### config.mk
export PLATFORM = sky130hd
export DESIGN_NAME = deque_with_positional_insert_top
export DESIGN_NICKNAME = d
export VERILOG_FILES = /design/src/sv/dqpi_pkg.sv /design/src/sv/deque_with_positional_insert_top.sv
export SDC_FILE = /design/constraint.sdc
export NUM_CORES = 1
export LEC_CHECK = 0
export BUFFER_PORTS_ARGS = -buffer_cell sky130_fd_sc_hd__buf_2
export CORE_UTILIZATION = 25
export CTS_CLUSTER_SIZE = 20
export DETAILED_ROUTE_END_ITERATION = 7
export GPL_TIMING_DRIVEN = 1
export PLACE_DENSITY = 0.44
export SKIP_LAST_GASP = 1
export SLEW_MARGIN = 40
export SYNTH_ARGS = -nofsm -noshare
export SYNTH_HDL_FRONTEND = slang
export SYNTH_SLANG_ARGS = --single-unit
### constraint.sdc
create_clock -name clk_i -period 6.8 [get_ports clk_i]
set_clock_uncertainty 0.1 [all_clocks]
set_input_delay 0.68 -clock clk_i [delete_from_list [all_inputs] [get_ports clk_i]]
set_output_delay 0.68 -clock clk_i [all_outputs]
set_load 0.05 [all_outputs]
### src/sv/dqpi_pkg.sv
`default_nettype none

package dqpi_pkg;

  localparam int unsigned DqDepthDefault     = 16;
  localparam int unsigned DqDataWidthDefault = 32;

  typedef enum logic [2:0] {
    KIND_PUSH_BACK  = 3'd0,
    KIND_PUSH_FRONT = 3'd1,
    KIND_POP_FRONT  = 3'd2,
    KIND_INSERT     = 3'd3,
    KIND_PEEK       = 3'd4
  } dq_kind_e;

  typedef enum logic [1:0] {
    ST_IDLE,
    ST_SHIFT,
    ST_FIN
  } dq_state_e;

  typedef struct packed {
    logic [2:0]  kind;
    logic [31:0] item_value;
    logic [3:0]  offset;
  } dq_req_t;

  typedef struct packed {
    logic        ok;
    logic [31:0] data_out;
    logic [4:0]  occupancy;
  } dq_rsp_t;

endpackage

`default_nettype wire

### src/sv/deque_with_positional_insert_top.sv
// Channel  | Handshake                | Payload
// request  | in_valid_i / in_ready_o  | in_req_i  (dq_req_t: kind, item_value, offset)
// response | out_valid_o / out_ready_i| out_rsp_o (dq_rsp_t: ok, data_out, occupancy)
//
// One request at a time. Push, pop, peek and rejected requests go from accept
// straight to the result. An insert that moves k entries first passes through
// a shift phase: one memory read and one write per moved entry, pipelined
// through the single read port and single write port of the entry store.
// Reset clears the control state, head and count; the store needs no clearing pass.
// A stalled response holds the next result back but not the next request.
`default_nettype none

module deque_with_positional_insert_top
  import dqpi_pkg::*;
#(
  parameter int unsigned DEPTH      = DqDepthDefault,
  parameter int unsigned DATA_WIDTH = DqDataWidthDefault
) (
  input  wire logic    clk_i,
  input  wire logic    rst_ni,
  input  wire logic    in_valid_i,
  output logic         in_ready_o,
  input  wire dq_req_t in_req_i,
  output logic         out_valid_o,
  input  wire logic    out_ready_i,
  output dq_rsp_t      out_rsp_o
);

  localparam int unsigned AW = (DEPTH > 1) ? $clog2(DEPTH) : 1;
  localparam int unsigned CW = $clog2(DEPTH + 1);
  localparam int unsigned OW = (CW > 4) ? CW : 4;

  function automatic logic [AW-1:0] slot_f(input logic [AW-1:0] base,
                                           input logic [CW-1:0] pos);
    logic [CW:0] s;
    s = (CW+1)'(base) + (CW+1)'(pos);
    if (s >= (CW+1)'(DEPTH)) s = s - (CW+1)'(DEPTH);
    return s[AW-1:0];
  endfunction

  // entry store
  logic [DATA_WIDTH-1:0] mem [DEPTH];
  logic                  mem_we, mem_re;
  logic [AW-1:0]         mem_waddr, mem_raddr;
  logic [DATA_WIDTH-1:0] mem_wdata;
  logic [DATA_WIDTH-1:0] rdata_q;

  dq_state_e       state_q, state_d;
  logic [AW-1:0]   head_q, head_d;
  logic [CW-1:0]   count_q, count_d;
  logic [CW-1:0]   i_q, i_d;
  logic [CW-1:0]   pos_q, pos_d;
  logic [DATA_WIDTH-1:0] val_q, val_d;
  logic            wb_valid_q, wb_valid_d;
  logic [AW-1:0]   wb_addr_q, wb_addr_d;
  logic            res_ok_q, res_ok_d;
  logic            res_rd_q, res_rd_d;
  logic            out_valid_q, out_valid_d;
  dq_rsp_t         out_rsp_q, out_rsp_d;

  logic                  accept, full, empty, off_lt, off_zero;
  logic                  start_shift, shift_done, load_out;
  logic [OW-1:0]         off_x, cnt_x;
  logic [AW-1:0]         head_dec, head_inc;
  logic [63:0]           in_wide, rd_wide;
  logic [DATA_WIDTH-1:0] in_word;

  assign in_ready_o  = (state_q == ST_IDLE);
  assign accept      = in_valid_i && in_ready_o;
  assign out_valid_o = out_valid_q;
  assign out_rsp_o   = out_rsp_q;

  always_comb begin
    full     = (count_q == CW'(DEPTH));
    empty    = (count_q == '0);
    off_x    = OW'(in_req_i.offset);
    cnt_x    = OW'(count_q);
    off_lt   = (off_x < cnt_x);
    off_zero = (in_req_i.offset == '0);
    head_dec = (head_q == '0) ? AW'(DEPTH - 1) : head_q - AW'(1);
    head_inc = (head_q == AW'(DEPTH - 1)) ? '0 : head_q + AW'(1);
    in_wide  = 64'(in_req_i.item_value);
    in_word  = in_wide[DATA_WIDTH-1:0];
    rd_wide  = 64'(rdata_q);
    // insert that lands strictly inside the occupied range
    start_shift = accept && (in_req_i.kind == KIND_INSERT) && !full && off_lt && !off_zero;
    shift_done  = (i_q == pos_q) && !wb_valid_q;
    load_out    = !out_valid_q || out_ready_i;
  end

  // next state
  always_comb begin
    state_d = state_q;
    unique case (state_q)
      ST_IDLE:  if (accept) state_d = start_shift ? ST_SHIFT : ST_FIN;
      ST_SHIFT: if (shift_done) state_d = ST_FIN;
      ST_FIN:   if (load_out) state_d = ST_IDLE;
      default:  state_d = ST_IDLE;
    endcase
  end

  // datapath and memory control
  always_comb begin
    mem_we      = 1'b0;
    mem_re      = 1'b0;
    mem_waddr   = '0;
    mem_raddr   = '0;
    mem_wdata   = in_word;
    head_d      = head_q;
    count_d     = count_q;
    i_d         = i_q;
    pos_d       = pos_q;
    val_d       = val_q;
    wb_valid_d  = wb_valid_q;
    wb_addr_d   = wb_addr_q;
    res_ok_d    = res_ok_q;
    res_rd_d    = res_rd_q;
    out_valid_d = out_valid_q;
    out_rsp_d   = out_rsp_q;

    unique case (state_q)
      ST_IDLE: begin
        if (accept) begin
          res_ok_d = 1'b0;
          res_rd_d = 1'b0;
          unique case (in_req_i.kind)
            KIND_PUSH_BACK: begin
              if (!full) begin
                mem_we    = 1'b1;
                mem_waddr = slot_f(head_q, count_q);
                count_d   = count_q + CW'(1);
                res_ok_d  = 1'b1;
              end
            end
            KIND_PUSH_FRONT: begin
              if (!full) begin
                mem_we    = 1'b1;
                mem_waddr = head_dec;
                head_d    = head_dec;
                count_d   = count_q + CW'(1);
                res_ok_d  = 1'b1;
              end
            end
            KIND_POP_FRONT: begin
              if (!empty) begin
                mem_re    = 1'b1;
                mem_raddr = head_q;
                head_d    = head_inc;
                count_d   = count_q - CW'(1);
                res_ok_d  = 1'b1;
                res_rd_d  = 1'b1;
              end
            end
            KIND_INSERT: begin
              if (!full) begin
                count_d  = count_q + CW'(1);
                res_ok_d = 1'b1;
                if (!off_lt) begin
                  mem_we    = 1'b1;
                  mem_waddr = head_dec;
                  head_d    = head_dec;
                end else if (off_zero) begin
                  mem_we    = 1'b1;
                  mem_waddr = slot_f(head_q, count_q);
                end else begin
                  i_d        = count_q;
                  pos_d      = CW'(cnt_x - off_x);
                  val_d      = in_word;
                  wb_valid_d = 1'b0;
                end
              end
            end
            KIND_PEEK: begin
              if (off_lt) begin
                mem_re    = 1'b1;
                mem_raddr = slot_f(head_q, CW'(off_x));
                res_ok_d  = 1'b1;
                res_rd_d  = 1'b1;
              end
            end
            default: ;
          endcase
        end
      end
      ST_SHIFT: begin
        // read entry i-1 now, write it to slot i next cycle
        if (i_q != pos_q) begin
          mem_re     = 1'b1;
          mem_raddr  = slot_f(head_q, i_q - CW'(1));
          wb_valid_d = 1'b1;
          wb_addr_d  = slot_f(head_q, i_q);
          i_d        = i_q - CW'(1);
        end else begin
          wb_valid_d = 1'b0;
        end
        if (wb_valid_q) begin
          mem_we    = 1'b1;
          mem_waddr = wb_addr_q;
          mem_wdata = rdata_q;
        end else if (i_q == pos_q) begin
          mem_we    = 1'b1;
          mem_waddr = slot_f(head_q, pos_q);
          mem_wdata = val_q;
        end
      end
      ST_FIN: ;
      default: ;
    endcase

    if (state_q == ST_FIN && load_out) begin
      out_valid_d         = 1'b1;
      out_rsp_d.ok        = res_ok_q;
      out_rsp_d.data_out  = res_rd_q ? rd_wide[31:0] : 32'd0;
      out_rsp_d.occupancy = 5'(count_q);
    end else if (out_ready_i) begin
      out_valid_d = 1'b0;
    end
  end

  always_ff @(posedge clk_i) begin
    if (mem_we) begin
      mem[mem_waddr] <= mem_wdata;
    end
    if (mem_re) begin
      rdata_q <= mem[mem_raddr];
    end
  end

  always_ff @(posedge clk_i or negedge rst_ni) begin
    if (!rst_ni) begin
      state_q     <= ST_IDLE;
      head_q      <= '0;
      count_q     <= '0;
      wb_valid_q  <= 1'b0;
      res_ok_q    <= 1'b0;
      res_rd_q    <= 1'b0;
      out_valid_q <= 1'b0;
    end else begin
      state_q     <= state_d;
      head_q      <= head_d;
      count_q     <= count_d;
      wb_valid_q  <= wb_valid_d;
      res_ok_q    <= res_ok_d;
      res_rd_q    <= res_rd_d;
      out_valid_q <= out_valid_d;
    end
  end

  always_ff @(posedge clk_i) begin
    i_q       <= i_d;
    pos_q     <= pos_d;
    val_q     <= val_d;
    wb_addr_q <= wb_addr_d;
    out_rsp_q <= out_rsp_d;
  end

endmodule

`default_nettype wire

==> flow_summary_export.csv <==
group,metric,value,unit
power_and_ir_drop,netSwitchingFraction,31.28,%
setup_path,crit_path_end_kind,"flip-flop",
layout,drive_above_1_share,21.88,%
outcome,outcome,"complete, no violations",
sta,slew_headroom,43.20,%
floorplan,boundaryPins,83,
logic_synthesis,ys_ff_latch,643,
place,postPlaceCellArea,28830,um^2
power_and_ir_drop,p_comb_share,22.8,%
logic_synthesis,ys_seq_area_share,72.82,%
logic_synthesis,synth-edff-count,628,
power_and_ir_drop,vdd_drop_max,0.1840,mV
power_and_ir_drop,p_clk_share,32.4,%
setup_path,cp_max_fo,17,
logic_synthesis,syn_nets,1695,
place,gp_congestion,0.8015,
place,dpl_worst_slack,1656,ps
power_and_ir_drop,p_int,7.949,mW
layout,syn_to_final_growth,17.86,%
setup_path,cp_cell_sequence,"inv_1, ha_1, nand2_1, nor3_1, or4_1, o22ai_2, a32oi_1, o21ai_1, nand4_1, nor2_4, buf_4",
logic_synthesis,ys_types,56,
clock_network,h-tree-depth,3,
sta,max_freq,208.5,MHz
logic_synthesis,yosysMostFrequentCell,"edfxtp_1",
detailed_routing,antenna_left,0,
logic_synthesis,ys_top_cells_by_count,"edfxtp_1, nand2_1, a21oi_1, a32o_1, a22oi_1",
logic_synthesis,synthesis.instances,1620,
global_route,grt_first_pass_wirelength,105.1,mm
sta,tightest_slew,852.0,ps
clock_network,clk_latency,610,ps
place,port_buffers,82,
detailed_routing,wirelength,70.68,mm
sta,rsz0062_at_grt,"false",
setup_path,worstSetupPathType,"flip-flop to flip-flop",
place,placedCellCount,3049,
detailed_routing,vias_per_cell,4.667,
setup_path,cp_data_required_time,6990,ps
sta,setup_tns,0,ps
setup_path,critPathLaunchType,"flip-flop",
sta,min_period_over_period,70.55,%
logic_synthesis,synthFlopType,"edfxtp_1",
global_route,grtUsageTotal,13.24,%
clock_network,clkTransAtPathRegs,60,ps
layout,design_area,31130,um^2
detailed_routing,wl_per_cell,22.21,um
power_and_ir_drop,finalPower,11.57,mW
power_and_ir_drop,p_sw,3.619,mW
floorplan,die-area,107000,um^2
power_and_ir_drop,p_leak,10.05,nW
layout,nets,1820,
detailed_routing,vias,14851,
floorplan,die_h,327.1,um
detailed_routing,drc,0,
clock_network,cts_tree,"done",
floorplan,rows,118,
sta,hold_ws,176.9,ps
place,hpwl,43.39,mm
layout,final_util,29.91,%
run,drv_cap,0,
floorplan,start_util,25.38,%
global_route,grt_pass1_vias,15477,
global_route,antenna_found_initial,1,
logic_synthesis,ys_warn_count,0,
layout,instances_no_fill,3182,
clock_network,cts_made_buffers,72,
logic_synthesis,post_synth.cell_area_avg,16.30,um^2
sta,report.final.slew_viol_count,0,
sta,timing.final.ws_setup,2003,ps
clock_network,cts_root_buf,"clkbuf_16",
sta,hold_violations,0,
setup_path,cpMaxStageDelayCell,"or4_1",
logic_synthesis,yosysTopAreaCell,"edfxtp_1",
logic_synthesis,synth_top_area_share,71.39,%
setup_path,slowest_delay,690,ps
logic_synthesis,netlist_area,26410,um^2
detailed_routing,drt_iter0_drc,1145,
logic_synthesis,async_flop_share,2.333,%
sta,fin_crit,4797,ps
power_and_ir_drop,power_density,371.6,nW/um^2
floorplan,fp.dieW,327.1,um
logic_synthesis,synth_area_leaders,"edfxtp_1, mux4_2, nand2_1",
sta,setup_viol,0,
global_route,grt_max_degree,107,
min_path,hold_class,"primary input to flip-flop",
power_and_ir_drop,pwr-share-seq,44.8,%
clock_network,clk_path_buf_depth,3,
detailed_routing,firstDrtPassIters,5,
global_route,grt.overflow.total,0,
floorplan,coreArea,104100,um^2
clock_network,cts.sinks,643,
setup_path,crit_arrival,4980,ps
## cells in the final DEF (no fill, tap or decap), types with 41 or more instances in the layout
cell	netlist	layout
buf_4	9	67
buf_2	30	82
a32o_1	68	68
nand2_1	224	221
clkbuf_16	0	74
mux4_2	64	64
a21oi_1	84	84
a22oi_1	67	67
o21ai_0	50	41
edfxtp_1	628	628
## layer usage
metal | track usage (%) | share of wire [%] | up-vias
li1 | - | - | 6685
met1 | 18.54 | 47 | 7720
met2 | 21.29 | 47 | 347
met3 | 1.926 | 4.0 | 99
met4 | 3.759 | 2.2 | 0
met5 | 0 | 0 | -
## cells by family (layout without fill, tap and decap cells)
group,count (synthesis),in the layout,share of synthesized area [%]
compound gates,368,368,10.58
xor+xnor,36,36,1.194
fa+ha+maj,32,32,1.715
buf+inv,131,312,2.302
flops,643,643,72.82
mux,65,65,5.499
other cells,0,1,0
simple gates,345,345,5.897
## worst max-delay path, delay by kind of cell (launching register included)
family | cells | cell delay, ps
DFF | 1 | 530
buffers and inverters | 2 | 540
adders and majority gates | 1 | 310
AOI/OAI and AO/OA | 3 | 950
and+or+nand+nor | 5 | 2050
## registers in the layout, summed over array words and instances (netlist names)
| name | count |
|---|---|
| state_q | 2 |
| out_valid_o | 1 |
| i_q | 5 |
| mem | 512 |
| wb_valid_q | 1 |
| rdata_q | 32 |
| cnt_x | 5 |
| out_rsp_o | 38 |
| res_ok_q | 1 |
| val_q | 32 |
| res_rd_q | 1 |
| head_q | 4 |
| wb_addr_q | 4 |
| pos_q | 5 |
## power groups by stage
stage                     Combinational, mW  Sequential [mW]  Clock (mW)
final                                  2.64             5.18        3.75
after global routing                   2.89             5.21        4.00
after CTS                              2.69             5.18        3.86
after detailed placement               2.67             5.26           0
after global placement                 2.65             5.26           0
after floorplan                        1.60             5.37           0
## final timing paths
kind / start / to / slack [ps] / cells after the start
max reg2reg: cnt_x[0] / mem[5][15] / 2000 / 11
min: in_req_i[8] / val_q[4] / 180 / 1
min in group asynchronous: rst_ni / out_valid_o / 430 / 2
min reg2reg: res_ok_q / out_rsp_o[37] / 400 / 0
max in group asynchronous: rst_ni / wb_valid_q / 5840 / 2
max: cnt_x[0] / mem[5][15] / 2000 / 11
## cell type report
class	instances	area (um^2)
antenna	1	2.502
clock buffer	89	1908
clock inverter	41	344.1
fill	10357	72960
inverter	28	105.1
multi-input combinational	846	6798
sequential	643	19240
tap	1380	1727
timing repair buffer	154	1010
## what timing repair did
| action | 4_1_cts | 5_1_grt |
|---|---|---|
| setup endpoints to repair | 0 | 0 |
| buffers inserted | 0 | 0 |
| gates resized for setup | 0 | 0 |
| hold buffers | 1 | 0 |
| hold endpoints to repair | 15 | 0 |
(Power assumes the default switching activity.)
